### config.mk
export PLATFORM = sky130hd
export DESIGN_NAME = encoder_position_angle_tracker
export DESIGN_NICKNAME = d
export VERILOG_FILES = /design/src/design/epat_pkg.sv /design/src/design/epat_ctrl.sv /design/src/design/epat_dp.sv /design/src/design/encoder_position_angle_tracker.sv
export VERILOG_INCLUDE_DIRS = /design/src /design/src/design
export SDC_FILE = /design/constraint.sdc
export NUM_CORES = 1
export LEC_CHECK = 0
export BUFFER_PORTS_ARGS = -buffer_cell sky130_fd_sc_hd__buf_2
export CAP_MARGIN = 20
export CORE_MARGIN = 1
export CORE_UTILIZATION = 34
export CTS_CLUSTER_DIAMETER = 100
export DETAILED_ROUTE_END_ITERATION = 8
export GPL_TIMING_DRIVEN = 1
export PLACE_DENSITY = 0.58
export SETUP_SLACK_MARGIN = 0.3
export SLEW_MARGIN = 10
export SYNTH_ARGS = -nofsm -noshare
export SYNTH_HDL_FRONTEND = slang
export SYNTH_SLANG_ARGS = --single-unit
### constraint.sdc
create_clock -name aclk -period 9 [get_ports aclk]
set_clock_uncertainty 0.2 [all_clocks]
set_input_delay 0.45 -clock aclk [delete_from_list [all_inputs] [get_ports aclk]]
set_output_delay 0.45 -clock aclk [all_outputs]
set_load 0.005 [all_outputs]
### src/design/encoder_position_angle_tracker_assert.svh
// Assertion macros shared by the encoder tracker RTL.
// Define ASSERT_OFF to compile the checks away.
`ifndef ENCODER_POSITION_ANGLE_TRACKER_ASSERT_SVH
`define ENCODER_POSITION_ANGLE_TRACKER_ASSERT_SVH
`ifndef ASSERT_OFF
`define EPAT_ASSERT(lbl, clk, rst_n, prop, msg) \
    lbl: assert property (@(posedge clk) disable iff (!rst_n) prop) else $error(msg);
`define EPAT_NEVER(lbl, clk, rst_n, expr, msg) \
    lbl: assert property (@(posedge clk) disable iff (!rst_n) !(expr)) else $error(msg);
`else
`define EPAT_ASSERT(lbl, clk, rst_n, prop, msg)
`define EPAT_NEVER(lbl, clk, rst_n, expr, msg)
`endif
`endif

### src/design/epat_pkg.sv
// Shared widths, codes and the controller command bundle.
// No dependencies.
`default_nettype none

package epat_pkg;

    localparam int COUNTER_BITS = 16;
    localparam int RAW_W        = 16;
    localparam int POS_W        = 32;
    localparam int SPEED_W      = 16;
    localparam int DELTA_W      = 16;
    localparam int PPR_W        = 24;
    localparam int ANGLE_W      = 19;
    localparam int PROD_W       = PPR_W + ANGLE_W;
    localparam int CNT_W        = $clog2(POS_W);

    localparam logic [PPR_W-1:0]   PPR_RESET   = PPR_W'(1560);
    localparam logic [ANGLE_W-1:0] ANGLE_SCALE = ANGLE_W'(360000);

    typedef enum logic [1:0] {
        FUNC_SAMPLE = 2'd0,
        FUNC_READ   = 2'd1,
        FUNC_REZERO = 2'd2
    } func_t;

    typedef struct packed {
        logic accept;    // apply the beat to the tracking state
        logic mod_load;  // load |position| as dividend
        logic step;      // one shift-subtract step
        logic fix;       // fold the remainder to non-negative
        logic mul;       // remainder times full-turn scale
        logic div_load;  // load product as dividend
        logic out_load;  // capture the result beat
    } cmd_t;

endpackage

`default_nettype wire

### src/design/epat_ctrl.sv
// Sequencer for the encoder tracker: handshakes, phase and step count.
// Depends on epat_pkg.
`default_nettype none
`include "encoder_position_angle_tracker_assert.svh"

module epat_ctrl (
    input  wire               aclk,
    input  wire               aresetn,
    input  wire               s_tvalid,
    output logic              s_tready,
    output logic              m_tvalid,
    input  wire               m_tready,
    output epat_pkg::cmd_t    cmd
);

    typedef enum logic [2:0] {
        ST_IDLE,
        ST_LOAD,
        ST_MOD,
        ST_FIX,
        ST_MUL,
        ST_DLOAD,
        ST_DIV,
        ST_DONE
    } state_t;

    state_t                        state_reg;
    logic [epat_pkg::CNT_W-1:0]    cnt_reg;
    logic                          m_tvalid_reg;
    logic                          out_free;

    assign s_tready = (state_reg == ST_IDLE);
    assign m_tvalid = m_tvalid_reg;
    assign out_free = !m_tvalid_reg || m_tready;

    always_comb begin
        cmd          = '0;
        cmd.accept   = (state_reg == ST_IDLE) && s_tvalid;
        cmd.mod_load = (state_reg == ST_LOAD);
        cmd.step     = (state_reg == ST_MOD) || (state_reg == ST_DIV);
        cmd.fix      = (state_reg == ST_FIX);
        cmd.mul      = (state_reg == ST_MUL);
        cmd.div_load = (state_reg == ST_DLOAD);
        cmd.out_load = (state_reg == ST_DONE) && out_free;
    end

    always_ff @(posedge aclk) begin
        if (!aresetn) begin
            state_reg    <= ST_IDLE;
            cnt_reg      <= '0;
            m_tvalid_reg <= 1'b0;
        end else begin
            // a new result takes the slot as the old one leaves
            if ((state_reg == ST_DONE) && out_free)
                m_tvalid_reg <= 1'b1;
            else if (m_tvalid_reg && m_tready)
                m_tvalid_reg <= 1'b0;
            unique case (state_reg)
                ST_IDLE: begin
                    if (s_tvalid)
                        state_reg <= ST_LOAD;
                end
                ST_LOAD: begin
                    cnt_reg   <= '0;
                    state_reg <= ST_MOD;
                end
                ST_MOD: begin
                    cnt_reg <= cnt_reg + 1'b1;
                    if (cnt_reg == epat_pkg::CNT_W'(epat_pkg::POS_W - 1))
                        state_reg <= ST_FIX;
                end
                ST_FIX:   state_reg <= ST_MUL;
                ST_MUL:   state_reg <= ST_DLOAD;
                ST_DLOAD: begin
                    cnt_reg   <= '0;
                    state_reg <= ST_DIV;
                end
                ST_DIV: begin
                    cnt_reg <= cnt_reg + 1'b1;
                    if (cnt_reg == epat_pkg::CNT_W'(epat_pkg::ANGLE_W - 1))
                        state_reg <= ST_DONE;
                end
                ST_DONE: begin
                    if (out_free)
                        state_reg <= ST_IDLE;
                end
                default: state_reg <= ST_IDLE;
            endcase
        end
    end

    // quotient phase never runs past the angle width
    `EPAT_ASSERT(a_div_bound, aclk, aresetn, (state_reg == ST_DIV) |-> (cnt_reg < epat_pkg::CNT_W'(epat_pkg::ANGLE_W)), "divide step count overrun")
    // a result is never captured over one still waiting
    `EPAT_NEVER(a_no_overwrite, aclk, aresetn, cmd.out_load && m_tvalid_reg && !m_tready, "result overwritten")
    // an accepted beat always starts the remainder phase
    `EPAT_ASSERT(a_start, aclk, aresetn, cmd.accept |=> (state_reg == ST_LOAD), "accept did not start")

endmodule

`default_nettype wire

### src/design/epat_dp.sv
// Datapath: tracking state, shared shift-subtract divider, scale multiply.
// Depends on epat_pkg.
`default_nettype none

module epat_dp (
    input  wire                               aclk,
    input  wire                               aresetn,
    input  epat_pkg::cmd_t                    cmd,
    input  wire                               cfg_we,
    input  wire [epat_pkg::PPR_W-1:0]         cfg_wdata,
    input  wire [1:0]                         in_func,
    input  wire [epat_pkg::RAW_W-1:0]         in_raw_count,
    output logic [epat_pkg::POS_W-1:0]        out_position,
    output logic [epat_pkg::SPEED_W-1:0]      out_speed_sum,
    output logic [epat_pkg::DELTA_W-1:0]      out_last_delta,
    output logic [epat_pkg::ANGLE_W-1:0]      out_angle
);

    localparam int CB = epat_pkg::COUNTER_BITS;

    logic [epat_pkg::PPR_W-1:0]    ppr_reg;
    logic [epat_pkg::POS_W-1:0]    pos_reg,   pos_next;
    logic [CB-1:0]                 snap_reg,  snap_next;
    logic [epat_pkg::SPEED_W-1:0]  speed_reg, speed_next;
    logic [epat_pkg::DELTA_W-1:0]  delta_reg, delta_next;
    logic                          await_reg, await_next;

    logic [epat_pkg::POS_W-1:0]    dvd_reg;
    logic [epat_pkg::PPR_W-1:0]    rem_reg;
    logic                          neg_reg;
    logic [epat_pkg::PPR_W-1:0]    r_reg;
    logic [epat_pkg::PROD_W-1:0]   prod_reg;
    logic [epat_pkg::ANGLE_W-1:0]  quo_reg;

    logic [CB-1:0]                 diff;
    logic [epat_pkg::POS_W-1:0]    delta_ext;
    logic [epat_pkg::PPR_W:0]      rem_w;
    logic                          ge;
    logic [epat_pkg::PPR_W:0]      rem_sub;

    assign diff      = in_raw_count[CB-1:0] - snap_reg;
    assign delta_ext = {{(epat_pkg::POS_W - CB){diff[CB-1]}}, diff};

    always_comb begin
        pos_next   = pos_reg;
        snap_next  = snap_reg;
        speed_next = speed_reg;
        delta_next = '0;
        await_next = await_reg;
        unique case (in_func)
            epat_pkg::FUNC_SAMPLE: begin
                snap_next = in_raw_count[CB-1:0];
                if (await_reg) begin
                    await_next = 1'b0;
                end else begin
                    pos_next   = pos_reg + delta_ext;
                    speed_next = speed_reg + delta_ext[epat_pkg::SPEED_W-1:0];
                    delta_next = delta_ext[epat_pkg::DELTA_W-1:0];
                end
            end
            epat_pkg::FUNC_READ: begin
                snap_next  = in_raw_count[CB-1:0];
                pos_next   = pos_reg + delta_ext;
                delta_next = delta_ext[epat_pkg::DELTA_W-1:0];
            end
            epat_pkg::FUNC_REZERO: begin
                snap_next  = in_raw_count[CB-1:0];
                pos_next   = '0;
                speed_next = '0;
                await_next = 1'b1;
            end
            default: ;  // unused code clears last_delta and leaves the rest alone
        endcase
    end

    // restoring divide step, remainder always below ppr
    assign rem_w   = {rem_reg, dvd_reg[epat_pkg::POS_W-1]};
    assign ge      = rem_w >= {1'b0, ppr_reg};
    assign rem_sub = rem_w - {1'b0, ppr_reg};

    always_ff @(posedge aclk) begin
        if (!aresetn) begin
            ppr_reg   <= epat_pkg::PPR_RESET;
            pos_reg   <= '0;
            snap_reg  <= '0;
            speed_reg <= '0;
            delta_reg <= '0;
            await_reg <= 1'b1;
        end else begin
            if (cfg_we)
                ppr_reg <= (cfg_wdata == '0) ? epat_pkg::PPR_W'(1) : cfg_wdata;
            if (cmd.accept) begin
                pos_reg   <= pos_next;
                snap_reg  <= snap_next;
                speed_reg <= speed_next;
                delta_reg <= delta_next;
                await_reg <= await_next;
            end
        end
    end

    always_ff @(posedge aclk) begin
        if (cmd.mod_load) begin
            neg_reg <= pos_reg[epat_pkg::POS_W-1];
            dvd_reg <= pos_reg[epat_pkg::POS_W-1] ? (~pos_reg + 1'b1) : pos_reg;
            rem_reg <= '0;
        end else if (cmd.div_load) begin
            rem_reg <= prod_reg[epat_pkg::PROD_W-1 -: epat_pkg::PPR_W];
            dvd_reg <= {prod_reg[epat_pkg::ANGLE_W-1:0],
                        {(epat_pkg::POS_W - epat_pkg::ANGLE_W){1'b0}}};
        end else if (cmd.step) begin
            rem_reg <= ge ? rem_sub[epat_pkg::PPR_W-1:0] : rem_w[epat_pkg::PPR_W-1:0];
            dvd_reg <= {dvd_reg[epat_pkg::POS_W-2:0], 1'b0};
            quo_reg <= {quo_reg[epat_pkg::ANGLE_W-2:0], ge};
        end
        if (cmd.fix)
            r_reg <= (neg_reg && (rem_reg != '0)) ? (ppr_reg - rem_reg) : rem_reg;
        if (cmd.mul)
            prod_reg <= epat_pkg::PROD_W'(r_reg) * epat_pkg::PROD_W'(epat_pkg::ANGLE_SCALE);
        if (cmd.out_load) begin
            out_position   <= pos_reg;
            out_speed_sum  <= speed_reg;
            out_last_delta <= delta_reg;
            out_angle      <= quo_reg;
        end
    end

endmodule

`default_nettype wire

### src/design/encoder_position_angle_tracker.sv
// Channel  Dir  Width  Contents
// s_       in   16+2   tdata raw_count, tuser func
// m_       out  88     tdata position, speed_sum, last_delta, angle_millideg
// cfg_     in   24     pulses_per_rev write, zero stores one
//
// One beat at a time. The shared shift-subtract unit runs 32 remainder steps
// on |position|, then 19 quotient steps on remainder*360000; around them come
// load, fold, multiply, dividend load and capture.
// The next beat is taken the cycle after the result is registered, even if
// that result is still stalled on m_tready. Synchronous active-low reset
// restores pulses_per_rev 1560, zero position and sums, baseline pending.
// Top level of the encoder tracker; depends on epat_pkg, epat_ctrl, epat_dp.
`default_nettype none
`include "encoder_position_angle_tracker_assert.svh"

module encoder_position_angle_tracker (
    input  wire         aclk,
    input  wire         aresetn,
    // configuration
    input  wire         cfg_we,
    input  wire [23:0]  cfg_wdata,     // pulses_per_rev
    // input beats
    input  wire         s_tvalid,
    output logic        s_tready,
    input  wire [15:0]  s_tdata,       // [15:0] raw_count
    input  wire [1:0]   s_tuser,       // [1:0] func
    // result beats
    output logic        m_tvalid,
    input  wire         m_tready,
    output logic [87:0] m_tdata        // [31:0] position, [47:32] speed_sum,
                                       // [63:48] last_delta,
                                       // [82:64] angle_millideg, [87:83] zero
);

    epat_pkg::cmd_t                   cmd;
    logic [epat_pkg::POS_W-1:0]       position;
    logic [epat_pkg::SPEED_W-1:0]     speed_sum;
    logic [epat_pkg::DELTA_W-1:0]     last_delta;
    logic [epat_pkg::ANGLE_W-1:0]     angle_millideg;

    // sequencer: owns both handshakes
    epat_ctrl u_ctrl (
        .aclk     (aclk),
        .aresetn  (aresetn),
        .s_tvalid (s_tvalid),
        .s_tready (s_tready),
        .m_tvalid (m_tvalid),
        .m_tready (m_tready),
        .cmd      (cmd)
    );

    // tracking state, divider and output register
    epat_dp u_dp (
        .aclk           (aclk),
        .aresetn        (aresetn),
        .cmd            (cmd),
        .cfg_we         (cfg_we),
        .cfg_wdata      (cfg_wdata),
        .in_func        (s_tuser),
        .in_raw_count   (s_tdata),
        .out_position   (position),
        .out_speed_sum  (speed_sum),
        .out_last_delta (last_delta),
        .out_angle      (angle_millideg)
    );

    assign m_tdata = {5'b0, angle_millideg, last_delta, speed_sum, position};

    // one beat in flight: ready drops straight after an accept
    `EPAT_ASSERT(a_one_in_flight, aclk, aresetn, (s_tvalid && s_tready) |=> !s_tready, "second beat accepted during work")
    // a fresh result never appears while the block is idle and empty
    `EPAT_ASSERT(a_result_follows_work, aclk, aresetn, $rose(m_tvalid) |-> $past(!s_tready), "result without work")

endmodule

`default_nettype wire
Word-level counts from Yosys, hierarchy flattened
Index checks and enable logic that the tools add are counted.
- output and inout bits: 90
- word-level logic and storage cells: 97
- flip-flop bits (word level): 334
- reductions and logical operators: 26
- bitwise gates (word level): 3
- mux-type cells: 24
- multiply operators: 1
- eq/ne operators: 16
- magnitude comparators: 1
- add/sub/neg operators: 7
- operators by type and width (kind ; number):
    $mux W32 ; 5
    $mux W24 ; 5
    $pmux W32 S3 ; 1
    $pmux W16 S2 ; 2
    $sub A24 B24 Y24 ; 2
    $mul A24 B13 Y37 const B ; 1
    $add A32 B1 Y32 const B ; 1
    $add A32 B32 Y32 ; 1
    $mux W16 ; 2
    $not A32 Y32 ; 1
    $ge A25 B24 Y1 ; 1
    $logic_not A24 Y1 ; 1
    $pmux W3 S8 ; 1
    $reduce_bool A24 Y1 ; 1
    $add A16 B16 Y16 ; 1
    $sub A16 B16 Y16 ; 1
    $eq A3 B3 Y1 const B ; 4
    $mux W3 ; 4
    $eq A5 B5 Y1 const B ; 2
    $pmux W5 S2 ; 1
    $reduce_and A3 Y1 ; 3
    $ne A2 B2 Y1 const B ; 4
    $reduce_bool A2 Y1 ; 4
    $eq A3 B2 Y1 const B ; 2
    other kinds (18) ; 27

Depth between registers and ports, before layout
- depth in word-level cells: 5
- gate-level depth with buffers: 23
- gate-level depth less buffers: 23

Cells and area by module
Synthesis repeated with hierarchy kept, for this count alone.
- cell total of the unflattened synthesis: 2520
- area total of the unflattened synthesis: 24776.3 um^2
- by module, submodules not included (module ; instances ; area each (um^2) ; cells each ; seq. area each (um^2)):
    epat_dp ; 1 ; 24103.1 ; 2442 ; 8468.1
    epat_ctrl ; 1 ; 631.9 ; 72 ; 180.2
    encoder_position_angle_tracker ; 1 ; 41.3 ; 6 ; 0.0

Least setup slack after synthesis
OpenSTA, ideal clock, no wires.
- path type: register to register
- start: register u_dp.r_reg[8] in the netlist's numbering
- end: register u_dp.prod_reg[42] in the netlist's numbering (data pin)
- cell stages (with the launch flop): 21
- arrival: 5418 ps
- path slack: 3122 ps
- clock period less this slack: 5878 ps
- buffers on the path: 0
- library setup time: 260 ps
- path through: edfxtp_1 -> fa_1 -> inv_1 -> fa_1 -> inv_1 -> fa_1 -> fa_1 -> inv_1 -> fa_1 -> inv_1 -> ha_1 -> and4_1 -> nand3_1 -> a211oi_1 -> o211ai_1 -> and4_1 -> o41ai_1 -> a221oi_1 -> o21ai_0 -> a21oi_1 -> xnor2_1
- longest elaborated chain between the ends: 1
- ends and longest elaborated chain (what ; line ; source):
    from (decl) ; epat_dp.sv:31 ; logic [epat_pkg::PPR_W-1:0] r_reg;
    from (signal assigned) ; epat_dp.sv:117 ; r_reg <= (neg_reg && (rem_reg != '0)) ? (ppr_reg - rem_reg) : rem_reg;
    $mul A24 B13 Y37 ; epat_dp.sv:119 ; prod_reg <= epat_pkg::PROD_W'(r_reg) * epat_pkg::PROD_W'(epat_pkg::ANGLE_SCALE);
    to (signal assigned) ; epat_dp.sv:119 ;
    to (decl) ; epat_dp.sv:32 ; logic [epat_pkg::PROD_W-1:0] prod_reg;
No other way between the ends.
A chain may end at the register's enable or synchronous reset.

Worst setup path in the final report
- start: register u_dp.r_reg[9] in the netlist's numbering
- end: register u_dp.prod_reg[42] in the netlist's numbering (data pin)
The elaborated chain is that of the path after synthesis.

==> run_results.csv <==
group,metric,value,unit
finish,syn2layout_area_growth,13.3,%
global_route,grt_max_degree,82,
finish,layout.nets,3222,
timing,worst_hold_slack,0.0697,ns
finish,final_cells,3765,
drt,num_vias,18441,
clock_tree,clk_path_buf_depth,3,
power,ir_drop,0.207,mV
finish,fin_util,0.390,
clock_tree,clkLatencyLatePin,0.57,ns
yosys,synth_cells,2626,
clock_tree,cts_setup_buffers,0,
global_route,grt_pass1_wl,95700,um
global_route,grt_usage,0.158,
timing,setup_viol,0,
clock_tree,ctsResizeCount,0,
critical_path,timing_worst_setup_path_type,"flop to flop",
timing,fin_tns_setup,0,ns
clock_tree,htree_levels,2,
yosys,postSynthRegisterBits,334,
drt,dr.pass1.iters,7,
floorplanning,io_pins,137,
yosys,ys.flop_type,"edfxtp_1",
timing,layout_min_cycle_time,6.82,ns
critical_path,worstPathArrival,6.93,ns
floorplanning,core_region_area,73100,um^2
drt,avgRoutedWirePerCell,15.6,um
timing,hold_violations,0,
global_route,gr-total-overflow,0,
yosys,synth_seq_area_share,0.344,
floorplanning,die_x,274,um
power,p_leak,12.7,nW
timing,tightestPinTransition,1.02,ns
clock_tree,path_clk_slew,0.06,ns
power,powerDensity,277,nW/um^2
yosys,synth_warnings,0,
global_route,grt_antenna_before_repair,0,
critical_path,crit_path_start_kind,"flop",
timing,rsz0062_at_grt,"no",
outcome,failed_checks,"DRC",
outcome,status,"complete, but fails checks",
critical_path,rrSetupSlack,2.18,ns
finish,drive_gt1_frac,0.0862,
run,maxCapViolations,0,
yosys,ys_async_sr_fraction,0,
yosys,synth_edf_count,196,
drt,totalWireLength,58800,um
finish,largest_reg_flops,37,
place,place_congestion,0.857,
floorplanning,die_area,75100,um^2
yosys,ys_types,78,
clock_tree,postCtsHoldBufs,41,
floorplanning,num_rows,99,
timing,max_freq,147,MHz
floorplanning,start_util,0.344,
critical_path,cp_max_fo,9,
critical_path,crit_required,9.11,ns
timing,relSlewSlack,0.316,
yosys,netlist_area,25200,um^2
finish,n_antenna_cell,0,
critical_path,end_kind,"flop",
drt,drc,18,
timing,timing.final.crit_share,0.758,
global_route,grt_pass1_vias,18065,
drt,drt_iter0_drc,1131,
clock_tree,cts_tree,"built",
drt,post_drt_via_cell_ratio,4.90,
clock_tree,cts_inserted_buffers,39,
drt,ant_nets,0,
place,place_hpwl,44500,um
min_path,hold_path_class,"primary input to flop",
place,dp.cells,3653,
clock_tree,root_buffer,"clkbuf_16",
clock_tree,cts.sinks,334,
yosys,syn_area_per_cell,9.58,um^2
floorplanning,die_h,274,um
place,portBuffers,131,
timing,final_max_slew_viol_count,0,
-- cell families after synthesis --
family                     count (synthesis)  share of synthesized area
adders and majority gates                405                      0.247
DFF                                      334                      0.344
other                                      1                   0.000149
muxes                                     26                     0.0104
xor gates and xnor gates                 136                     0.0473
and+or+nand+nor                          603                      0.117
buffers and inverters                    508                     0.0770
AOI/OAI and AO/OA                        613                      0.158
-- placed cells by master, fill, tap and decap left out, types with 118 or more instances in the layout --
cell,count
inv_1,421
fa_1,154
o21ai_0,144
dfxtp_1,138
edfxtp_1,196
a21oi_1,147
nand2_1,206
nor2_1,118
ha_1,245
buf_2,131
-- layout make-up --
cell class / instances / area, um^2
multi-input combinational: 1788 / 14600
fill: 7371 / 44600
clock inverter: 22 / 198
inverter: 421 / 1580
sequential: 334 / 8650
tap: 959 / 1200
timing repair buffer: 192 / 1220
clock buffer: 49 / 1050
-- synthesized netlist by cell type (6+ instances only) --
master	instances	area, um^2
a31oi_1	18	113
nand2b_1	25	156
xnor2_1	63	552
o22ai_1	8	50.1
fa_1	154	3080
or4_1	6	45.0
or2_2	7	43.8
nor4_1	17	106
o31ai_1	19	143
a21o_1	61	458
inv_1	421	1580
and2_1	12	75.1
nand4_1	12	75.1
dfxtp_1	138	2760
a211o_1	7	61.3
edfxtp_1	196	5890
o211ai_1	17	128
o21a_1	23	173
nor3_1	28	140
or3_1	12	75.1
o221ai_1	7	61.3
and4_1	7	61.3
nand2_1	206	773
nand3_1	28	140
maj3_1	6	60.1
mux2i_1	25	250
o21ai_0	145	726
nor2b_1	89	557
a21oi_1	147	736
xor2_1	73	639
ha_1	245	3070
a211oi_1	12	90.1
and3_1	16	100
a21boi_0	25	188
a221oi_1	24	210
a221o_1	6	60.1
nor2_1	120	450
clkbuf_1	75	282
a22oi_1	43	323
o21bai_1	9	67.6
-- worst max-delay path, stage by stage (launching register included) --
cell      delay [ns]
edfxtp_1        0.61
fa_1            0.61
inv_1           0.05
fa_1            0.50
inv_1           0.05
fa_1            0.47
fa_1            0.55
inv_1           0.05
fa_1            0.53
inv_1           0.04
ha_1            0.35
and4_1          0.25
nand3_1         0.09
a211oi_1        0.48
o211ai_1        0.23
and4_1          0.23
o41ai_1         0.58
a221oi_1        0.26
o21ai_0         0.22
a21oi_1         0.10
xnor2_1         0.12
-- layer usage --
metal,GRT usage,vias up,routed length [um]
met5,0,-,0
met4,0.0425,0,1250
met3,0.0189,70,1880
met2,0.269,253,28200
met1,0.210,8798,27500
li1,-,9320,-
-- report_power, final --
group	switching (mW)	internal, mW	total (mW)	leakage, nW
clock	0.661	0.898	1.56	0.612
combinational	2.42	1.79	4.21	9.11
sequential	0.183	1.93	2.12	2.98
-- metrics by stage --
step / total power, mW / worst slack [ns] / cell area [um^2]
2_1_floorplan: 5.42 / 3.12 / 25200
4_1_cts: 7.96 / 2.20 / 28500
5_1_grt: 8.62 / 1.81 / 28500
3_5_place_dp: 6.34 / 2.26 / 26800
3_3_place_gp: 6.33 / 2.41 / 26800
6_report: 7.89 / 2.18 / 28500
-- path summary, 6_finish.rpt --
kind,start,end,cells after the start
setup / recovery,u_dp.r_reg[9]$_DFFE_PN_,u_dp.prod_reg[42]$_DFFE_PP_,20
hold / removal,m_tready,u_ctrl.m_tvalid$_SDFFE_PN0P_,3
setup reg to reg,u_dp.r_reg[9]$_DFFE_PN_,u_dp.prod_reg[42]$_DFFE_PP_,20
hold reg to reg,u_dp.quo_reg[18]$_DFFE_PP_,u_dp.out_angle[18]$_DFFE_PP_,0
Power figures use the tool's default switching activity.
